==> config.mk <==
export PLATFORM = sky130hd
export DESIGN_NAME = key_line_token_scanner_flat
export DESIGN_NICKNAME = d
export VERILOG_FILES = /design/src/hdl/ktsc_pkg.sv /design/src/hdl/ktsc_in_if.sv /design/src/hdl/ktsc_out_if.sv /design/src/hdl/ktsc_front.sv /design/src/hdl/ktsc_queue.sv /design/src/hdl/ktsc_back.sv /design/src/hdl/key_line_token_scanner.sv /design/src/flat_wrapper.sv
export VERILOG_INCLUDE_DIRS = /design/src /design/src/hdl
export SDC_FILE = /design/constraint.sdc
export NUM_CORES = 1
export LEC_CHECK = 0
export CAP_MARGIN = 20
export CORE_ASPECT_RATIO = 1.75
export CORE_MARGIN = 4
export CORE_UTILIZATION = 55
export CTS_BUF_LIST = sky130_fd_sc_hd__clkbuf_16
export CTS_CLUSTER_DIAMETER = 100
export DETAILED_ROUTE_END_ITERATION = 8
export DONT_BUFFER_PORTS = 1
export GPL_TIMING_DRIVEN = 0
export MAX_ROUTING_LAYER = met4
export PLACE_DENSITY_LB_ADDON = 0.3
export SLEW_MARGIN = 20
export SYNTH_ARGS = -nofsm -noshare
export SYNTH_HDL_FRONTEND = slang
export SYNTH_SLANG_ARGS = --single-unit
==> constraint.sdc <==
create_clock -name clk -period 3.45 [get_ports clk]
set_clock_uncertainty 0.2 [all_clocks]
set_input_delay 0.345 -clock clk [delete_from_list [all_inputs] [get_ports clk]]
set_output_delay 0.345 -clock clk [all_outputs]
set_load 0.005 [all_outputs]
==> src/hdl/key_line_token_scanner_macros.svh <==
`ifndef KEY_LINE_TOKEN_SCANNER_MACROS_SVH
`define KEY_LINE_TOKEN_SCANNER_MACROS_SVH

// same-cycle implication, sampled on clk, quiet during reset
`define KTSC_ASSERT_NOW(label, ante, cons, msg) \
  label: assert property (@(posedge clk) disable iff (rst) (ante) |-> (cons)) \
    else $error(msg);

// next-cycle implication, sampled on clk, quiet during reset
`define KTSC_ASSERT_NEXT(label, ante, cons, msg) \
  label: assert property (@(posedge clk) disable iff (rst) (ante) |=> (cons)) \
    else $error(msg);

`endif

==> src/hdl/ktsc_pkg.sv <==
package ktsc_pkg;

  // field widths
  localparam int CHAR_W = 8;
  localparam int LEN_W  = 13;
  localparam int KIND_W = 2;

  // defaults for the top-level parameters
  localparam int MAX_LINE_DEFAULT    = 4096;
  localparam int QUEUE_DEPTH_DEFAULT = 2;

  // character codes
  localparam logic [CHAR_W-1:0] CH_NUL    = 8'h00;
  localparam logic [CHAR_W-1:0] CH_TAB    = 8'h09;
  localparam logic [CHAR_W-1:0] CH_NL     = 8'h0A;
  localparam logic [CHAR_W-1:0] CH_SPACE  = 8'h20;
  localparam logic [CHAR_W-1:0] CH_HASH   = 8'h23;
  localparam logic [CHAR_W-1:0] CH_STAR   = 8'h2A;
  localparam logic [CHAR_W-1:0] CH_PLUS   = 8'h2B;
  localparam logic [CHAR_W-1:0] CH_MINUS  = 8'h2D;
  localparam logic [CHAR_W-1:0] CH_SLASH  = 8'h2F;
  localparam logic [CHAR_W-1:0] CH_COLON  = 8'h3A;
  localparam logic [CHAR_W-1:0] CH_EQ     = 8'h3D;
  localparam logic [CHAR_W-1:0] CH_GT     = 8'h3E;
  localparam logic [CHAR_W-1:0] CH_BSLASH = 8'h5C;

  // character classes seen by the scanner
  typedef enum logic [3:0] {
    CC_OTHER,
    CC_BLANK,
    CC_NEWLINE,
    CC_END,
    CC_COMMENT,
    CC_DASH,
    CC_PLUS_STAR,
    CC_GT,
    CC_BSLASH,
    CC_EQ,
    CC_COLON
  } char_class_t;

  // one classified request, as queued between front and back
  typedef struct packed {
    char_class_t cls;
    logic        start_scan;
    logic        accept_key;
    logic        accept_cont;
  } scan_item_t;

  // scanner phases
  typedef enum logic [3:0] {
    PH_IDLE    = 4'd0,
    PH_INDENT  = 4'd1,
    PH_MARK    = 4'd2,
    PH_MARK_GT = 4'd3,
    PH_BODY    = 4'd4,
    PH_ESC     = 4'd5,
    PH_SEP_END = 4'd6,
    PH_COLON   = 4'd7,
    PH_DASH    = 4'd8,
    PH_TAIL    = 4'd9
  } phase_t;

  // verdict kinds
  typedef enum logic [KIND_W-1:0] {
    TK_NONE = 2'd0,
    TK_KEY  = 2'd1,
    TK_CONT = 2'd2
  } token_kind_t;

endpackage

==> src/hdl/ktsc_in_if.sv <==
interface ktsc_in_if;
  logic                        valid;
  logic                        ready;
  logic [ktsc_pkg::CHAR_W-1:0] char_code;
  logic                        end_of_input;
  logic                        start_scan;
  logic                        accept_key;
  logic                        accept_cont;

  modport source (
    output valid, char_code, end_of_input, start_scan, accept_key, accept_cont,
    input  ready
  );
  modport sink (
    input  valid, char_code, end_of_input, start_scan, accept_key, accept_cont,
    output ready
  );
endinterface

==> src/hdl/ktsc_out_if.sv <==
interface ktsc_out_if;
  logic                        valid;
  logic                        ready;
  logic [ktsc_pkg::KIND_W-1:0] token_kind;
  logic [ktsc_pkg::LEN_W-1:0]  token_length;
  logic [ktsc_pkg::LEN_W-1:0]  indent_length;
  logic                        length_saturated;

  modport source (
    output valid, token_kind, token_length, indent_length, length_saturated,
    input  ready
  );
  modport sink (
    input  valid, token_kind, token_length, indent_length, length_saturated,
    output ready
  );
endinterface

==> src/hdl/ktsc_front.sv <==
module ktsc_front (
  ktsc_in_if.sink               chars,
  output logic                  push_valid,
  input  logic                  push_ready,
  output ktsc_pkg::scan_item_t  push_item
);

  ktsc_pkg::char_class_t cls;

  // sort the byte into the classes the scanner branches on
  always_comb begin
    if (chars.end_of_input) begin
      cls = ktsc_pkg::CC_END;
    end else begin
      unique case (chars.char_code)
        ktsc_pkg::CH_NUL:                    cls = ktsc_pkg::CC_END;
        ktsc_pkg::CH_NL:                     cls = ktsc_pkg::CC_NEWLINE;
        ktsc_pkg::CH_SPACE, ktsc_pkg::CH_TAB: cls = ktsc_pkg::CC_BLANK;
        ktsc_pkg::CH_SLASH, ktsc_pkg::CH_HASH: cls = ktsc_pkg::CC_COMMENT;
        ktsc_pkg::CH_MINUS:                  cls = ktsc_pkg::CC_DASH;
        ktsc_pkg::CH_PLUS, ktsc_pkg::CH_STAR: cls = ktsc_pkg::CC_PLUS_STAR;
        ktsc_pkg::CH_GT:                     cls = ktsc_pkg::CC_GT;
        ktsc_pkg::CH_BSLASH:                 cls = ktsc_pkg::CC_BSLASH;
        ktsc_pkg::CH_EQ:                     cls = ktsc_pkg::CC_EQ;
        ktsc_pkg::CH_COLON:                  cls = ktsc_pkg::CC_COLON;
        default:                             cls = ktsc_pkg::CC_OTHER;
      endcase
    end
  end

  // hand the classified request to the queue
  assign push_item.cls         = cls;
  assign push_item.start_scan  = chars.start_scan;
  assign push_item.accept_key  = chars.accept_key;
  assign push_item.accept_cont = chars.accept_cont;
  assign push_valid            = chars.valid;
  assign chars.ready           = push_ready;

endmodule

==> src/hdl/ktsc_queue.sv <==
module ktsc_queue #(
  parameter int DEPTH = ktsc_pkg::QUEUE_DEPTH_DEFAULT
) (
  input  logic                 clk,
  input  logic                 rst,
  input  logic                 push_valid,
  output logic                 push_ready,
  input  ktsc_pkg::scan_item_t push_item,
  output logic                 pop_valid,
  input  logic                 pop_ready,
  output ktsc_pkg::scan_item_t pop_item
);

  localparam int AW = (DEPTH > 1) ? $clog2(DEPTH) : 1;
  localparam int NW = $clog2(DEPTH + 1);
  localparam logic [AW-1:0] LAST = AW'(DEPTH - 1);
  localparam logic [NW-1:0] FULL = NW'(DEPTH);

  ktsc_pkg::scan_item_t slots [DEPTH];
  logic [AW-1:0] wr_ptr;
  logic [AW-1:0] rd_ptr;
  logic [NW-1:0] count;
  logic          push;
  logic          pop;

  assign push_ready = (count != FULL);
  assign pop_valid  = (count != '0);
  assign push       = push_valid && push_ready;
  assign pop        = pop_valid && pop_ready;
  assign pop_item   = slots[rd_ptr];

  // slot storage
  always_ff @(posedge clk) begin
    if (push) begin
      slots[wr_ptr] <= push_item;
    end
  end

  // pointers and fill level
  always_ff @(posedge clk) begin
    if (rst) begin
      wr_ptr <= '0;
      rd_ptr <= '0;
      count  <= '0;
    end else begin
      if (push) begin
        wr_ptr <= (wr_ptr == LAST) ? '0 : wr_ptr + AW'(1);
      end
      if (pop) begin
        rd_ptr <= (rd_ptr == LAST) ? '0 : rd_ptr + AW'(1);
      end
      count <= count + NW'(push) - NW'(pop);
    end
  end

endmodule

==> src/hdl/ktsc_back.sv <==
`include "key_line_token_scanner_macros.svh"

module ktsc_back #(
  parameter int MAX_LINE = ktsc_pkg::MAX_LINE_DEFAULT
) (
  input  logic                 clk,
  input  logic                 rst,
  input  logic                 item_valid,
  output logic                 item_ready,
  input  ktsc_pkg::scan_item_t item,
  ktsc_out_if.source           verdict
);

  localparam int CW = $clog2(MAX_LINE + 1);
  localparam int XW = (CW > ktsc_pkg::LEN_W) ? CW : ktsc_pkg::LEN_W;
  localparam logic [CW-1:0] MAXC = CW'(MAX_LINE);

  // scanner state
  ktsc_pkg::phase_t phase, phase_next;
  logic             indent_seen, indent_seen_next;
  logic             content_seen, content_seen_next;
  logic             marker_was_dash, marker_was_dash_next;
  logic             key_wanted, key_wanted_next;
  logic             cont_wanted, cont_wanted_next;
  logic [CW-1:0]    position_count, position_count_next;
  logic [CW-1:0]    key_end, key_end_next;
  logic [CW-1:0]    indent_count, indent_count_next;
  logic             saturated_flag, saturated_flag_next;

  // output register
  logic                        out_valid;
  ktsc_pkg::token_kind_t       out_kind;
  logic [ktsc_pkg::LEN_W-1:0]  out_len;
  logic [ktsc_pkg::LEN_W-1:0]  out_ind;
  logic                        out_sat;

  // step working signals
  logic                  pop;
  logic                  blank, eol, wse;
  logic [CW-1:0]         pos_base, ind_base, pos_inc, ind_inc;
  ktsc_pkg::phase_t      cur;
  logic                  run, to_body, to_end, sep_hit, to_tail;
  logic                  emit;
  ktsc_pkg::token_kind_t kind;
  logic [CW-1:0]         len_c;
  logic [XW-1:0]         len_x, ind_x;

  assign pop        = item_valid && item_ready;
  assign item_ready = !out_valid || verdict.ready;

  assign blank = (item.cls == ktsc_pkg::CC_BLANK);
  assign eol   = (item.cls == ktsc_pkg::CC_NEWLINE) || (item.cls == ktsc_pkg::CC_END);
  assign wse   = blank || eol;

  // a start request begins from cleared counts
  assign pos_base = item.start_scan ? '0 : position_count;
  assign ind_base = item.start_scan ? '0 : indent_count;
  assign pos_inc  = (pos_base < MAXC) ? pos_base + CW'(1) : pos_base;
  assign ind_inc  = (ind_base < MAXC) ? ind_base + CW'(1) : ind_base;

  // one character per step: phase handling, key body, end of key, tail
  always_comb begin
    phase_next           = phase;
    indent_seen_next     = indent_seen;
    content_seen_next    = content_seen;
    marker_was_dash_next = marker_was_dash;
    key_wanted_next      = key_wanted;
    cont_wanted_next     = cont_wanted;
    position_count_next  = position_count;
    key_end_next         = key_end;
    indent_count_next    = indent_count;
    saturated_flag_next  = saturated_flag;
    cur     = phase;
    run     = 1'b0;
    to_body = 1'b0;
    to_end  = 1'b0;
    sep_hit = 1'b0;
    to_tail = 1'b0;
    emit    = 1'b0;
    kind    = ktsc_pkg::TK_NONE;
    len_c   = '0;

    if (pop) begin
      // start of a scan: clear state, latch what is wanted
      if (item.start_scan) begin
        indent_seen_next     = 1'b0;
        content_seen_next    = 1'b0;
        marker_was_dash_next = 1'b0;
        position_count_next  = '0;
        key_end_next         = '0;
        indent_count_next    = '0;
        saturated_flag_next  = 1'b0;
        key_wanted_next      = item.accept_key;
        cont_wanted_next     = item.accept_cont;
        if (!item.accept_key && !item.accept_cont) begin
          emit = 1'b1;
        end else begin
          cur = ktsc_pkg::PH_INDENT;
          run = 1'b1;
        end
      end else if (phase != ktsc_pkg::PH_IDLE) begin
        run = 1'b1;
      end
    end

    // current phase
    if (run) begin
      phase_next = cur;
      unique case (cur)
        ktsc_pkg::PH_INDENT: begin
          if (blank) begin
            indent_count_next   = ind_inc;
            saturated_flag_next = saturated_flag_next | (ind_inc == MAXC);
            indent_seen_next    = 1'b1;
          end else if (eol || item.cls == ktsc_pkg::CC_COMMENT) begin
            emit = 1'b1;
          end else begin
            key_end_next = '0;
            if (item.cls == ktsc_pkg::CC_DASH || item.cls == ktsc_pkg::CC_PLUS_STAR) begin
              marker_was_dash_next = (item.cls == ktsc_pkg::CC_DASH);
              position_count_next  = pos_inc;
              saturated_flag_next  = saturated_flag_next | (pos_inc == MAXC);
              phase_next           = ktsc_pkg::PH_MARK;
            end else begin
              to_body = 1'b1;
            end
          end
        end
        ktsc_pkg::PH_MARK: begin
          if (blank) begin
            emit = 1'b1;
          end else if (marker_was_dash && item.cls == ktsc_pkg::CC_GT) begin
            position_count_next = pos_inc;
            saturated_flag_next = saturated_flag_next | (pos_inc == MAXC);
            phase_next          = ktsc_pkg::PH_MARK_GT;
          end else begin
            key_end_next = pos_base;
            to_body      = 1'b1;
          end
        end
        ktsc_pkg::PH_MARK_GT: begin
          // lone arrow after a dash marker counts as a one-character key
          if (wse) begin
            emit = 1'b1;
            if (key_wanted_next) begin
              kind  = ktsc_pkg::TK_KEY;
              len_c = CW'(1);
            end
          end else begin
            key_end_next = pos_base;
            to_body      = 1'b1;
          end
        end
        ktsc_pkg::PH_BODY: begin
          to_body = 1'b1;
        end
        ktsc_pkg::PH_ESC: begin
          // escaped character is content; a bare backslash at end of line too
          if (!eol) begin
            position_count_next = pos_inc;
            saturated_flag_next = saturated_flag_next | (pos_inc == MAXC);
            key_end_next        = pos_inc;
            phase_next          = ktsc_pkg::PH_BODY;
          end else begin
            key_end_next = pos_base;
            to_body      = 1'b1;
          end
        end
        ktsc_pkg::PH_COLON, ktsc_pkg::PH_DASH: begin
          if ((cur == ktsc_pkg::PH_COLON && item.cls == ktsc_pkg::CC_EQ) ||
              (cur == ktsc_pkg::PH_DASH && item.cls == ktsc_pkg::CC_GT)) begin
            position_count_next = pos_inc;
            saturated_flag_next = saturated_flag_next | (pos_inc == MAXC);
            phase_next          = ktsc_pkg::PH_SEP_END;
          end else if (cur == ktsc_pkg::PH_COLON && wse) begin
            to_end  = 1'b1;
            sep_hit = 1'b1;
          end else begin
            content_seen_next = 1'b1;
            key_end_next      = pos_base;
            to_body           = 1'b1;
          end
        end
        ktsc_pkg::PH_SEP_END: begin
          if (wse) begin
            to_end  = 1'b1;
            sep_hit = 1'b1;
          end else begin
            content_seen_next = 1'b1;
            key_end_next      = pos_base;
            to_body           = 1'b1;
          end
        end
        ktsc_pkg::PH_TAIL: begin
          to_tail = 1'b1;
        end
        default: begin
          phase_next = ktsc_pkg::PH_IDLE;
        end
      endcase
    end

    // key body character
    if (to_body) begin
      phase_next = ktsc_pkg::PH_BODY;
      if (eol) begin
        to_end = 1'b1;
      end else begin
        position_count_next = pos_inc;
        saturated_flag_next = saturated_flag_next | (pos_inc == MAXC);
        priority case (item.cls)
          ktsc_pkg::CC_BSLASH: begin
            content_seen_next = 1'b1;
            phase_next        = ktsc_pkg::PH_ESC;
          end
          ktsc_pkg::CC_EQ:    phase_next = ktsc_pkg::PH_SEP_END;
          ktsc_pkg::CC_COLON: phase_next = ktsc_pkg::PH_COLON;
          ktsc_pkg::CC_DASH:  phase_next = ktsc_pkg::PH_DASH;
          ktsc_pkg::CC_BLANK: ;
          default: begin
            content_seen_next = 1'b1;
            key_end_next      = pos_inc;
          end
        endcase
      end
    end

    // key content ended at a separator or end of line
    if (to_end) begin
      if (sep_hit && content_seen_next) begin
        emit = 1'b1;
        if (key_wanted_next) begin
          kind  = ktsc_pkg::TK_KEY;
          len_c = key_end_next;
        end
      end else if (cont_wanted_next && indent_seen_next) begin
        to_tail = 1'b1;
      end else begin
        emit = 1'b1;
      end
    end

    // continuation line runs through the newline
    if (to_tail) begin
      phase_next = ktsc_pkg::PH_TAIL;
      if (eol) begin
        if (item.cls == ktsc_pkg::CC_NEWLINE) begin
          position_count_next = pos_inc;
          saturated_flag_next = saturated_flag_next | (pos_inc == MAXC);
        end
        emit  = 1'b1;
        kind  = ktsc_pkg::TK_CONT;
        len_c = position_count_next;
      end else begin
        position_count_next = pos_inc;
        saturated_flag_next = saturated_flag_next | (pos_inc == MAXC);
      end
    end

    if (emit) begin
      phase_next = ktsc_pkg::PH_IDLE;
    end
  end

  assign len_x = XW'(len_c);
  assign ind_x = XW'(indent_count_next);

  // scanner state register
  always_ff @(posedge clk) begin
    if (rst) begin
      phase           <= ktsc_pkg::PH_IDLE;
      indent_seen     <= 1'b0;
      content_seen    <= 1'b0;
      marker_was_dash <= 1'b0;
      key_wanted      <= 1'b0;
      cont_wanted     <= 1'b0;
      position_count  <= '0;
      key_end         <= '0;
      indent_count    <= '0;
      saturated_flag  <= 1'b0;
    end else begin
      phase           <= phase_next;
      indent_seen     <= indent_seen_next;
      content_seen    <= content_seen_next;
      marker_was_dash <= marker_was_dash_next;
      key_wanted      <= key_wanted_next;
      cont_wanted     <= cont_wanted_next;
      position_count  <= position_count_next;
      key_end         <= key_end_next;
      indent_count    <= indent_count_next;
      saturated_flag  <= saturated_flag_next;
    end
  end

  // verdict holding register
  always_ff @(posedge clk) begin
    if (rst) begin
      out_valid <= 1'b0;
    end else if (emit) begin
      out_valid <= 1'b1;
    end else if (verdict.ready) begin
      out_valid <= 1'b0;
    end
  end

  always_ff @(posedge clk) begin
    if (emit) begin
      out_kind <= kind;
      out_len  <= len_x[ktsc_pkg::LEN_W-1:0];
      out_ind  <= ind_x[ktsc_pkg::LEN_W-1:0];
      out_sat  <= saturated_flag_next;
    end
  end

  assign verdict.valid            = out_valid;
  assign verdict.token_kind       = out_kind;
  assign verdict.token_length     = out_len;
  assign verdict.indent_length    = out_ind;
  assign verdict.length_saturated = out_sat;

  // checks
  `KTSC_ASSERT_NOW(a_idle_silent,
                   pop && !item.start_scan && phase == ktsc_pkg::PH_IDLE,
                   !emit, "verdict from an idle scanner")
  `KTSC_ASSERT_NOW(a_none_zero_len, emit && kind == ktsc_pkg::TK_NONE,
                   len_c == '0, "no-token verdict with a length")
  `KTSC_ASSERT_NOW(a_cont_allowed, emit && kind == ktsc_pkg::TK_CONT,
                   cont_wanted_next && indent_seen_next, "continuation not allowed here")
  `KTSC_ASSERT_NOW(a_unsat_bounds, emit && !saturated_flag_next,
                   len_c < MAXC && indent_count_next < MAXC,
                   "count at limit without saturation flag")
  `KTSC_ASSERT_NEXT(a_nothing_wanted,
                    pop && item.start_scan && !item.accept_key && !item.accept_cont,
                    out_valid, "nothing-wanted scan gave no verdict")

endmodule

==> src/hdl/key_line_token_scanner.sv <==
// Scans one line of a key/value text format, one character request per clock
// while the queue has room, and gives at most one verdict per scan (no token,
// key, or continuation line) with token and indent lengths. A new character is
// taken every cycle while the two-entry queue has room; the scanner state
// machine in the back stage retires one character per cycle while its output
// is not held, so the sustained rate is one character per cycle. A verdict
// enters the output register once its deciding character has left the queue
// and been scanned. While a verdict waits in the output register the scanner
// holds, the queue fills and the input then stalls until the verdict is taken.
// Counts stop at MAX_LINE and set length_saturated; lengths are reported in 13 bits.
module key_line_token_scanner #(
  parameter int MAX_LINE    = ktsc_pkg::MAX_LINE_DEFAULT,
  parameter int QUEUE_DEPTH = ktsc_pkg::QUEUE_DEPTH_DEFAULT
) (
  input  logic        clk,
  input  logic        rst,
  ktsc_in_if.sink     chars,
  ktsc_out_if.source  verdict
);

  logic                 push_valid;
  logic                 push_ready;
  ktsc_pkg::scan_item_t push_item;
  logic                 pop_valid;
  logic                 pop_ready;
  ktsc_pkg::scan_item_t pop_item;

  // classify incoming characters
  ktsc_front u_front (
    .chars      (chars),
    .push_valid (push_valid),
    .push_ready (push_ready),
    .push_item  (push_item)
  );

  // decouple front and scanner
  ktsc_queue #(
    .DEPTH (QUEUE_DEPTH)
  ) u_queue (
    .clk        (clk),
    .rst        (rst),
    .push_valid (push_valid),
    .push_ready (push_ready),
    .push_item  (push_item),
    .pop_valid  (pop_valid),
    .pop_ready  (pop_ready),
    .pop_item   (pop_item)
  );

  // scanner and verdict register
  ktsc_back #(
    .MAX_LINE (MAX_LINE)
  ) u_back (
    .clk        (clk),
    .rst        (rst),
    .item_valid (pop_valid),
    .item_ready (pop_ready),
    .item       (pop_item),
    .verdict    (verdict)
  );

endmodule

==> src/flat_wrapper.sv <==
// flat-port wrapper written by rule: the top's interface ports become plain ports
module key_line_token_scanner_flat 
#(
  parameter int MAX_LINE    = ktsc_pkg::MAX_LINE_DEFAULT,
  parameter int QUEUE_DEPTH = ktsc_pkg::QUEUE_DEPTH_DEFAULT
)
  (clk, rst, chars_valid, chars_char_code, chars_end_of_input, chars_start_scan, chars_accept_key, chars_accept_cont, chars_ready, verdict_valid, verdict_token_kind, verdict_token_length, verdict_indent_length, verdict_length_saturated, verdict_ready);
  ktsc_in_if chars_i ();
  ktsc_out_if verdict_i ();
  input  logic clk;
  input  logic rst;
  input wire logic [$bits(chars_i.valid)-1:0] chars_valid;
  input wire logic [$bits(chars_i.char_code)-1:0] chars_char_code;
  input wire logic [$bits(chars_i.end_of_input)-1:0] chars_end_of_input;
  input wire logic [$bits(chars_i.start_scan)-1:0] chars_start_scan;
  input wire logic [$bits(chars_i.accept_key)-1:0] chars_accept_key;
  input wire logic [$bits(chars_i.accept_cont)-1:0] chars_accept_cont;
  output wire logic [$bits(chars_i.ready)-1:0] chars_ready;
  output wire logic [$bits(verdict_i.valid)-1:0] verdict_valid;
  output wire logic [$bits(verdict_i.token_kind)-1:0] verdict_token_kind;
  output wire logic [$bits(verdict_i.token_length)-1:0] verdict_token_length;
  output wire logic [$bits(verdict_i.indent_length)-1:0] verdict_indent_length;
  output wire logic [$bits(verdict_i.length_saturated)-1:0] verdict_length_saturated;
  input wire logic [$bits(verdict_i.ready)-1:0] verdict_ready;
  assign chars_i.valid = chars_valid;
  assign chars_i.char_code = chars_char_code;
  assign chars_i.end_of_input = chars_end_of_input;
  assign chars_i.start_scan = chars_start_scan;
  assign chars_i.accept_key = chars_accept_key;
  assign chars_i.accept_cont = chars_accept_cont;
  assign chars_ready = chars_i.ready;
  assign verdict_valid = verdict_i.valid;
  assign verdict_token_kind = verdict_i.token_kind;
  assign verdict_token_length = verdict_i.token_length;
  assign verdict_indent_length = verdict_i.indent_length;
  assign verdict_length_saturated = verdict_i.length_saturated;
  assign verdict_i.ready = verdict_ready;
  key_line_token_scanner #(.MAX_LINE(MAX_LINE), .QUEUE_DEPTH(QUEUE_DEPTH)) u_core (.clk(clk), .rst(rst), .chars(chars_i), .verdict(verdict_i));
endmodule
=== Yosys cells after proc, flatten, opt, wreduce, memory -nomap -nowiden ===
Memories as Yosys holds them, arrays and structs flattened. A register that Yosys moved wholly into a read port is not among the register bits.
Cells that the tools add are included.

* Logic and storage cells: 265
* Bits in writable memories: 14
* Register bits after elaboration: 83
* Output and inout bits: 31
* Memories kept: 1

* Bitwise operators: 4
* Muxes and demuxes: 165
* $add $sub $neg: 6
* Order comparisons: 2
* Reductions and logical operators: 34
* Eq/ne operators: 34

{| class="wikitable"
|+ Memories
! name !! words !! width !! read ports !! clocked after memory_dff !! wr ports !! RTL line !! text
|-
| u_core.u_queue.slots || 2 || 7 || 1 || 1 || 1 || ktsc_queue.sv:19 || <nowiki>ktsc_pkg::scan_item_t slots [DEPTH];</nowiki>
|}

{| class="wikitable"
|+ Operators by type and width
! kind !! count
|-
| 13-bit two-way mux || 41
|-
| 1-bit two-way mux || 94
|-
| 8-bit by 6-bit == test with 1-bit output (second input constant) || 9
|-
| 13-bit case mux with 5 select lines || 1
|-
| 4-bit two-way mux || 15
|-
| 13-bit case mux with 4 select lines || 1
|-
| 4-bit case mux with 10 select lines || 1
|-
| 4-bit by 3-bit == test with 1-bit output (second input constant) || 8
|-
| 13-bit by 1-bit adder with 13-bit output (second input constant) || 2
|-
| 13-bit == test (second input constant) || 2
|-
| 13-bit less-than comparator (second input constant) || 2
|-
| 4-bit == test (second input constant) || 5
|-
| 4-bit case mux with 5 select lines || 1
|-
| 4-bit by 2-bit == test with 1-bit output (second input constant) || 4
|-
| 8-bit by 4-bit == test with 1-bit output (second input constant) || 2
|-
| 4-bit case mux with 4 select lines || 1
|-
| 2-bit OR reduction || 6
|-
| 2-bit two-way mux || 5
|-
| 1-bit logical AND || 9
|-
| 4-bit by 1-bit == test with 1-bit output (second input constant) || 2
|-
| 8-bit by 7-bit == test with 1-bit output (second input constant) || 1
|-
| 8-bit logical NOT || 1
|-
| 4-bit OR reduction || 2
|-
| 1-bit logical OR || 6
|-
| 15 further kinds || 24
|}

=== Depth between registers and ports, before layout ===
Gate-level depths: netlist of run 1.

* Depth after elaboration: 20
* Mapped depth: 17
* Depth with buffers taken out: 12

=== Cells and area by module ===
From an unflattened synthesis of run 1, not the netlist that was laid out.

* Cells, all modules: 729
* Area total of the unflattened synthesis: 6701.4 um^2

{| class="wikitable"
|+ Modules (own cells, without submodules)
! module !! area each (um^2) !! times used !! cells each !! sequential area each (um^2)
|-
| ktsc_back || 5695.5 || 1 || 643 || 1871.8
|-
| ktsc_queue || 762.0 || 1 || 51 || 520.5
|-
| ktsc_front || 244.0 || 1 || 35 || 0.0
|}

=== Worst setup path after synthesis of run 1 ===
Ideal clock, no wire load.

* Path type: reg2reg
* From: register with a tool-made name
* To: register u_core.u_back.out_len (netlist bit u_core.u_back.verdict.token_length[8]), data pin
* Clock period less this slack: 3.566 ns
* Arrival: 3.105 ns
* Path buffers: 2
* Cell stages (with the launch flop): 15
* Required time: 2.989 ns
* Setup slack: -0.116 ns
* Setup time: 0.261 ns
* Cell sequence: dfxtp_1 > buf_6 > mux2i_1 > clkbuf_1 > and2_1 > ha_1 > inv_1 > nor2_1 > nand4_1 > o21ai_0 > a21oi_1 > a22o_1 > a211oi_1 > nor2_1 > a221o_1

{| class="wikitable"
|+ RTL lines
! item !! RTL line !! text
|-
| to (signal assigned) || ktsc_back.sv:309 || <nowiki>out_len <= len_x[ktsc_pkg::LEN_W-1:0];</nowiki>
|-
| to (decl) || ktsc_back.sv:33 || <nowiki>logic [ktsc_pkg::LEN_W-1:0] out_len;</nowiki>
|}

==> results.cfg, run 1 <==
[outcome]
status = complete, but fails checks
failed_checks = negative setup slack

[global_routing]
grt_max_degree = 19
antenna_found_initial = 0
grtUsageTotal = 0.3799
grt_pass1_wl_mm = 36.14
grt.overflow.total = 0
grt_pass1_vias = 6270

[critical_path]
crit_path_frequent_cell = buf_12
rr_worst_depth = 10
crit_chain = buf_12, buf_12, nor4bb_1, nor4_4, a21oi_2, a21oi_4, nor2_1, nand2_1, and3_1, a221o_1
cp.arrival_ns = 3.46
critPathLaunchType = flop
cp-end-kind = flop
cp_slowest_cell = nor4bb_1
regToRegEndpoint = u_core.u_back.verdict.token_length[10]
cp_max_fo = 9
endpoint = u_core.u_back.verdict.token_length[10]
rrSetupSlack_ns = -0.10
slowest_delay_ns = 0.57
worstPathRequired_ns = 3.36
crit_type = flop to flop

[finish]
final_layout_size_suffix_gt1_frac = 0.2585
register_area_sq_mm = 0.002396
layout_commonest_cell = nor2_1
multi_input_area_sq_mm = 0.004310
synthToLayoutAreaGrowth_pct = 28.24
instances_no_fill = 929
n_antenna_cell = 0
layout.nets = 812
postLayoutCoreUtil = 0.7220
fillers = 811
most-common-layout-cells = 75 x nor2_1, 70 x nand2_1, 54 x dfxtp_1, 53 x buf_4, 43 x edfxtp_1

[synth]
ys_warn_count = 0
ys_ff_latch = 98
syn_inst = 721
synth_top_family_by_area = simple AND/OR/NAND/NOR gates
synth_ff_type = dfxtp_1
synth_nets = 741
async_reset_ff_frac = 0
syn_area_per_cell_sq_um = 8.670
synth_xor_area_frac = 0.03082
synth.largest_area_cell = edfxtp_1
synth.top_cell.area_share = 0.2066
synthSimpleGateAreaFrac = 0.2650
synthAdderAreaFrac = 0.008006
yosysSeqAreaShare = 0.3827
synthTopCellsByArea = edfxtp_1 21%, dfxtp_1 18%, nor2_1 5.0%
syn_area_sq_mm = 0.006251
yosysUniqueCellTypes = 87
synth_compound_area_frac = 0.2506
synthMuxAreaShare = 0.02982
synth_edf_count = 43

[sta]
rsz0062_at_grt = yes
finalCritPeriodShare = 1.030
period_minus_slack_ns = 3.555
max_freq_ghz = 0.2813
tightest_slew_ns = 0.8541
slew_headroom = 0.4272
setup_ws_ns = -0.1046
setup-violations-final = 12
drv_slew = 0
tns_ns = -0.4043
hold_viol = 0

[die]
io_pins = 47
die_area_sq_mm = 0.01320
die_w_um = 88.59
start_util = 0.5630
rows = 51
die_y_um = 149.0
coreArea_sq_mm = 0.01110

[clock_tree]
cts_buffer_depth = 2
cts.clk_slew.worst_paths_ns = 0.08
tritoncts = yes
clock-root-buffer = clkbuf_16
clk_latency_ns = 0.36
clkSinkCount = 98
htree_levels = 3
numCtsBuffers = 9

[detailed_routing]
drc = 0
num_vias = 6577
drtPass1Iterations = 5
drt_iter0_drc = 552
ant_nets = 0
routedWlPerCell_um = 26.70
routed_wl_mm = 24.80
vias_per_cell = 7.080

[min_path]
hp-class = primary input to flop
hold_start = chars_end_of_input
hold_depth = 2

[pwr]
vdd.ir_drop.worst_mv = 0.5326
p_leak_nw = 2.677
power_density_mw_per_mm2 = 701.5

[job]
max_cap_violations = 0

[placed_design]
gp_congestion = 1.018
io_buffer_count = 0
dp.cells = 853
hpwl_mm = 16.86
[timing repair]
action                                 4_1_cts  5_1_grt
endpoints found under the hold margin        8        0
resized for setup                          106       67
setup buffers                               23       34
pin swaps                                   21       21
hold buffers                                 5        0
setup endpoints to repair                   98       65
gates cloned                                 1        1
[registers in the layout (all words and copies together) (netlist names), 2 cells and up, named ones only]
signal                               count
u_core.u_back.verdict.token_kind         2
u_core.u_back.indent_count              13
u_core.u_back.verdict.token_length      13
u_core.u_back.phase                      4
u_core.u_queue.count                     2
u_core.u_queue.slots                    14
u_core.u_back.verdict.indent_length     13
u_core.u_back.position_count            13
u_core.u_back.key_end                   13
[worst min path at each step]
stage	slack (ns)	endpoint
6_report	0.04	u_core.u_queue.slots[0][4]
5_1_grt	0.04	u_core.u_queue.slots[0][4]
4_1_cts	0.04	u_core.u_queue.slots[0][4]
3_5_place_dp	0.24	u_core.u_queue.slots[0][0]
3_3_place_gp	0.24	u_core.u_queue.slots[1][0]
2_1_floorplan	0.24	u_core.u_queue.slots[0][0]
[cell families (layout without fill, tap and decap cells)]
group                    after synthesis  in the layout
AND/OR/NAND/NOR                      321            322
AO/OA/AOI/OAI                        210            210
flip-flops                            98             98
buffers and inverters                 49            124
XOR/XNOR                              22             22
multiplexers                          17             17
adder cells (fa/ha/maj)                4              4
[per-layer routing]
| layer | global-route usage | up-vias | share of wire |
|---|---|---|---|
| met1 | 0.3999 | 3152 | 0.34 |
| li1 | - | 2881 | - |
| met2 | 0.6379 | 396 | 0.50 |
| met4 | 0.2670 | 0 | 0.095 |
| met5 | - | - | 0 |
| met3 | 0.05030 | 148 | 0.063 |
[layout make-up]
type | count | area share
timing repair buffer | 63 | 0.06836
clock buffer | 9 | 0.02809
tap | 132 | 0.02060
inverter | 8 | 0.004214
sequential | 98 | 0.2989
buffer | 37 | 0.03122
clock inverter | 7 | 0.01093
multi-input combinational | 575 | 0.5377
[worst max-delay path: cells and delay by family, from the launching register on]
family | cells | cell delay (ns)
AOI/OAI and AO/OA | 3 | 0.90
buffers and inverters | 2 | 0.25
and+or+nand+nor | 5 | 1.56
DFF | 1 | 0.39
[metrics by stage]
stage	worst slack, ns	hold slack [ns]	instance area (sq um)	total power, W
global placement	-1.218	0.2440	6425	0.003493
floorplan	-0.02425	0.2439	6260	0.002842
finish	-0.1046	0.03900	8016	0.005623
global route	-0.1861	0.04113	8016	0.005813
detailed placement	-1.326	0.2440	6425	0.003514
CTS	-0.04726	0.03899	7438	0.005040
[synthesized netlist by cell type (all sizes together) (8+ instances only)]
cell	n
nor2	84
nand2	74
dfxtp	55
edfxtp	43
a21oi	42
o21ai	30
clkbuf	27
nor2b	24
nor3	24
nand3	19
a22o	14
buf	14
xnor2	14
a31oi	13
nand2b	13
o22ai	12
a211oi	11
nand4	11
nor4	11
mux2i	10
or3	10
and3	9
a22oi	8
inv	8
or2	8
xor2	8
[power breakdown]
group | internal (W) | switching, W | leakage [nW] | total, W
Clock | 0.000577 | 0.000495 | 0.152 | 0.00107
Sequential | 0.00138 | 0.000135 | 0.844 | 0.00151
Combinational | 0.00115 | 0.00189 | 1.68 | 0.00304
Total | 0.00311 | 0.00252 | 2.68 | 0.00562
Power figures use the tool's default switching activity.
==> run 2, diff against run 1 <==
- PLACE_DENSITY: default -> 0.74
- PLACE_DENSITY_LB_ADDON: 0.3 -> default
==> run 2 against run 1 <==
Net effect:
- the flow still finishes with violations (negative setup slack)
- power grew 1.0%
- combinational power increased by 3%
- clock power fell by 4%
- register-to-register slack better by 0.06 ns
- flip-flop and latch count did not move
- via count rose by 0.50%
- first-iteration DRC count fell by 6.7%
- count of clock-buffer cells in the layout unchanged
- final area rose by 1.4%
- worst hold slack got worse by 0.035 ns
- cell count grew 1.6%
- fmax up 1.8%
==> results.cfg, run 2 (synthesis results as in run 1) <==
[sta]
rsz0062_at_grt = yes
slew_headroom = 0.3139
hold_viol = 0
period_minus_slack_ns = 3.492
setup_ws_ns = -0.04219
finalCritPeriodShare = 1.012
max_freq_ghz = 0.2864
drv_slew = 0
setup-violations-final = 20
tightest_slew_ns = 1.023

[pwr]
seqPwrFrac = 0.266
p_leak_nw = 2.766
clkPwrFrac = 0.181
vdd.ir_drop.worst_mv = 0.6207
comb_power_share = 0.553
power_w = 0.005681
intPower_w = 0.003167
power_density_mw_per_mm2 = 698.7
p_sw_w = 0.002514
switching_share = 0.4425

[critical_path]
worstPathRequired_ns = 3.45
critPathLaunchType = flop
cp-end-kind = flop
crit_type = flop to flop
cp.arrival_ns = 3.50
cp_max_fo = 8
rr_worst_depth = 12

[finish]
most-common-layout-cells = 76 x nor2_1, 71 x nand2_1, 71 x buf_4, 54 x dfxtp_1, 43 x edfxtp_1
postLayoutCoreUtil = 0.7324
synthToLayoutAreaGrowth_pct = 30.08
largest_register = u_core.u_queue.slots
layout_commonest_cell = nor2_1
fillers = 809
final_area_sq_mm = 0.008132
final_layout_size_suffix_gt1_frac = 0.2759
largest_reg_flops = 14
n_antenna_cell = 0
layout.nets = 827

[die]
rows = 51
io_pins = 47
start_util = 0.5630
die_y_um = 149.0
die_area_sq_mm = 0.01320
coreArea_sq_mm = 0.01110
die_w_um = 88.59

[detailed_routing]
routedWlPerCell_um = 25.90
drt_iter0_drc = 515
num_vias = 6610
highest_layer = met4
dr_wl_met3_mm = 1.452
met2_length_mm = 12.46
routed_wl_mm = 24.45
vias_per_cell = 7.002
ant_nets = 0
drtPass1Iterations = 5
drc = 0
wl_met1_mm = 8.171

[clock_tree]
cts.clk_slew.worst_paths_ns = 0.07
numCtsBuffers = 9
tritoncts = yes
htree_levels = 3
clock-root-buffer = clkbuf_16
cts_buffer_depth = 2
clkSinkCount = 98
clk_latency_ns = 0.36

[global_routing]
grt.overflow.total = 0
grt_pass1_wl_mm = 36.25
grt_max_degree = 30
grt_pass1_vias = 6321
grtUsageTotal = 0.3770
antenna_found_initial = 0

[placed_design]
hpwl_mm = 16.76
pre_cts_slack_ns = -1.253
gp_congestion = 1.003
io_buffer_count = 0
dpl_cell_area_sq_mm = 0.006425

[outcome]
status = complete, but fails checks
failed_checks = negative setup slack

[min_path]
hp-class = primary input to flop
hold_depth = 1

[job]
max_cap_violations = 0
-- run 2: changes by cell type in the layout (fill, tap and decap cells not counted), moves of 3 or more --
cell,change
a2111oi_2,-3
and3_1,-3
and3_4,+3
buf_4,+18
nor4_2,+3
-- run 2: final cells by class --
| cell class | instances | area (sq um) | area share |
|---|---|---|---|
| multi-input cells | 574 | 4308 | 0.5298 |
| clock inverters | 7 | 70.07 | 0.008617 |
| inverters | 8 | 33.78 | 0.004154 |
| clock buffers | 9 | 225.2 | 0.02770 |
| flip-flops and latches | 98 | 2396 | 0.2947 |
| repair buffers | 81 | 676.9 | 0.08324 |
| plain buffers | 35 | 256.5 | 0.03154 |
| well taps | 132 | 165.2 | 0.02031 |
-- run 2: critical path, stage by stage, from the launching register on --
cell	delay [ns]
dfxtp_4	0.40
buf_12	0.14
buf_12	0.12
mux2i_2	0.24
o211ai_1	0.16
buf_4	0.20
or3_1	0.39
a2bb2oi_4	0.29
o21bai_1	0.14
a211oi_2	0.32
or2_4	0.24
and3_4	0.27
a221o_1	0.22
-- run 2: path summary, 6_finish.rpt --
kind | endpoint | slack [ns] | from
worst max register to register | u_core.u_back.verdict.token_length[12] | -0.04 | flop
worst min-delay path | u_core.u_queue.slots[0][6] | 0.004 | chars_end_of_input
worst max-delay path | u_core.u_back.verdict.token_length[12] | -0.04 | flop
worst min register to register | flop | 0.34 | u_core.u_queue.rd_ptr
-- run 2: power groups by stage --
stage                     combinational, W  clock (W)  sequential, W
after floorplan                    0.00137          0        0.00147
after global placement             0.00194          0        0.00150
after detailed placement           0.00197          0        0.00151
after CTS                          0.00252    0.00102        0.00150
after global routing               0.00328    0.00106        0.00153
final                              0.00314    0.00103        0.00151
-- run 2: through the flow --
| stage | hold slack [ns] | TNS [ns] | cells |
|---|---|---|---|
| final | 0.003978 | -0.1990 | 944 |
| after global routing | 0.008456 | -4.889 | 944 |
| after floorplan | 0.2439 | -0.03573 | 721 |
| after CTS | 0.005595 | 0 | 900 |
| after global placement | 0.2441 | -65.34 | 853 |
| after detailed placement | 0.2440 | -70.67 | 853 |
-- run 2: metal layers --
metal / GRT usage / up-vias
li1: - / 2908
met1: 0.3905 / 3171
met2: 0.6177 / 377
met3: 0.05694 / 154
met4: 0.3003 / 0
met5: - / -
-- run 2: timing repair --
item	in CTS	in global routing
endpoints found under the setup margin	100	64
hold endpoints to repair	7	0
gates cloned	1	0
pin swaps	16	37
hold buffers	4	0
resized for setup	104	71
buffers inserted	28	48
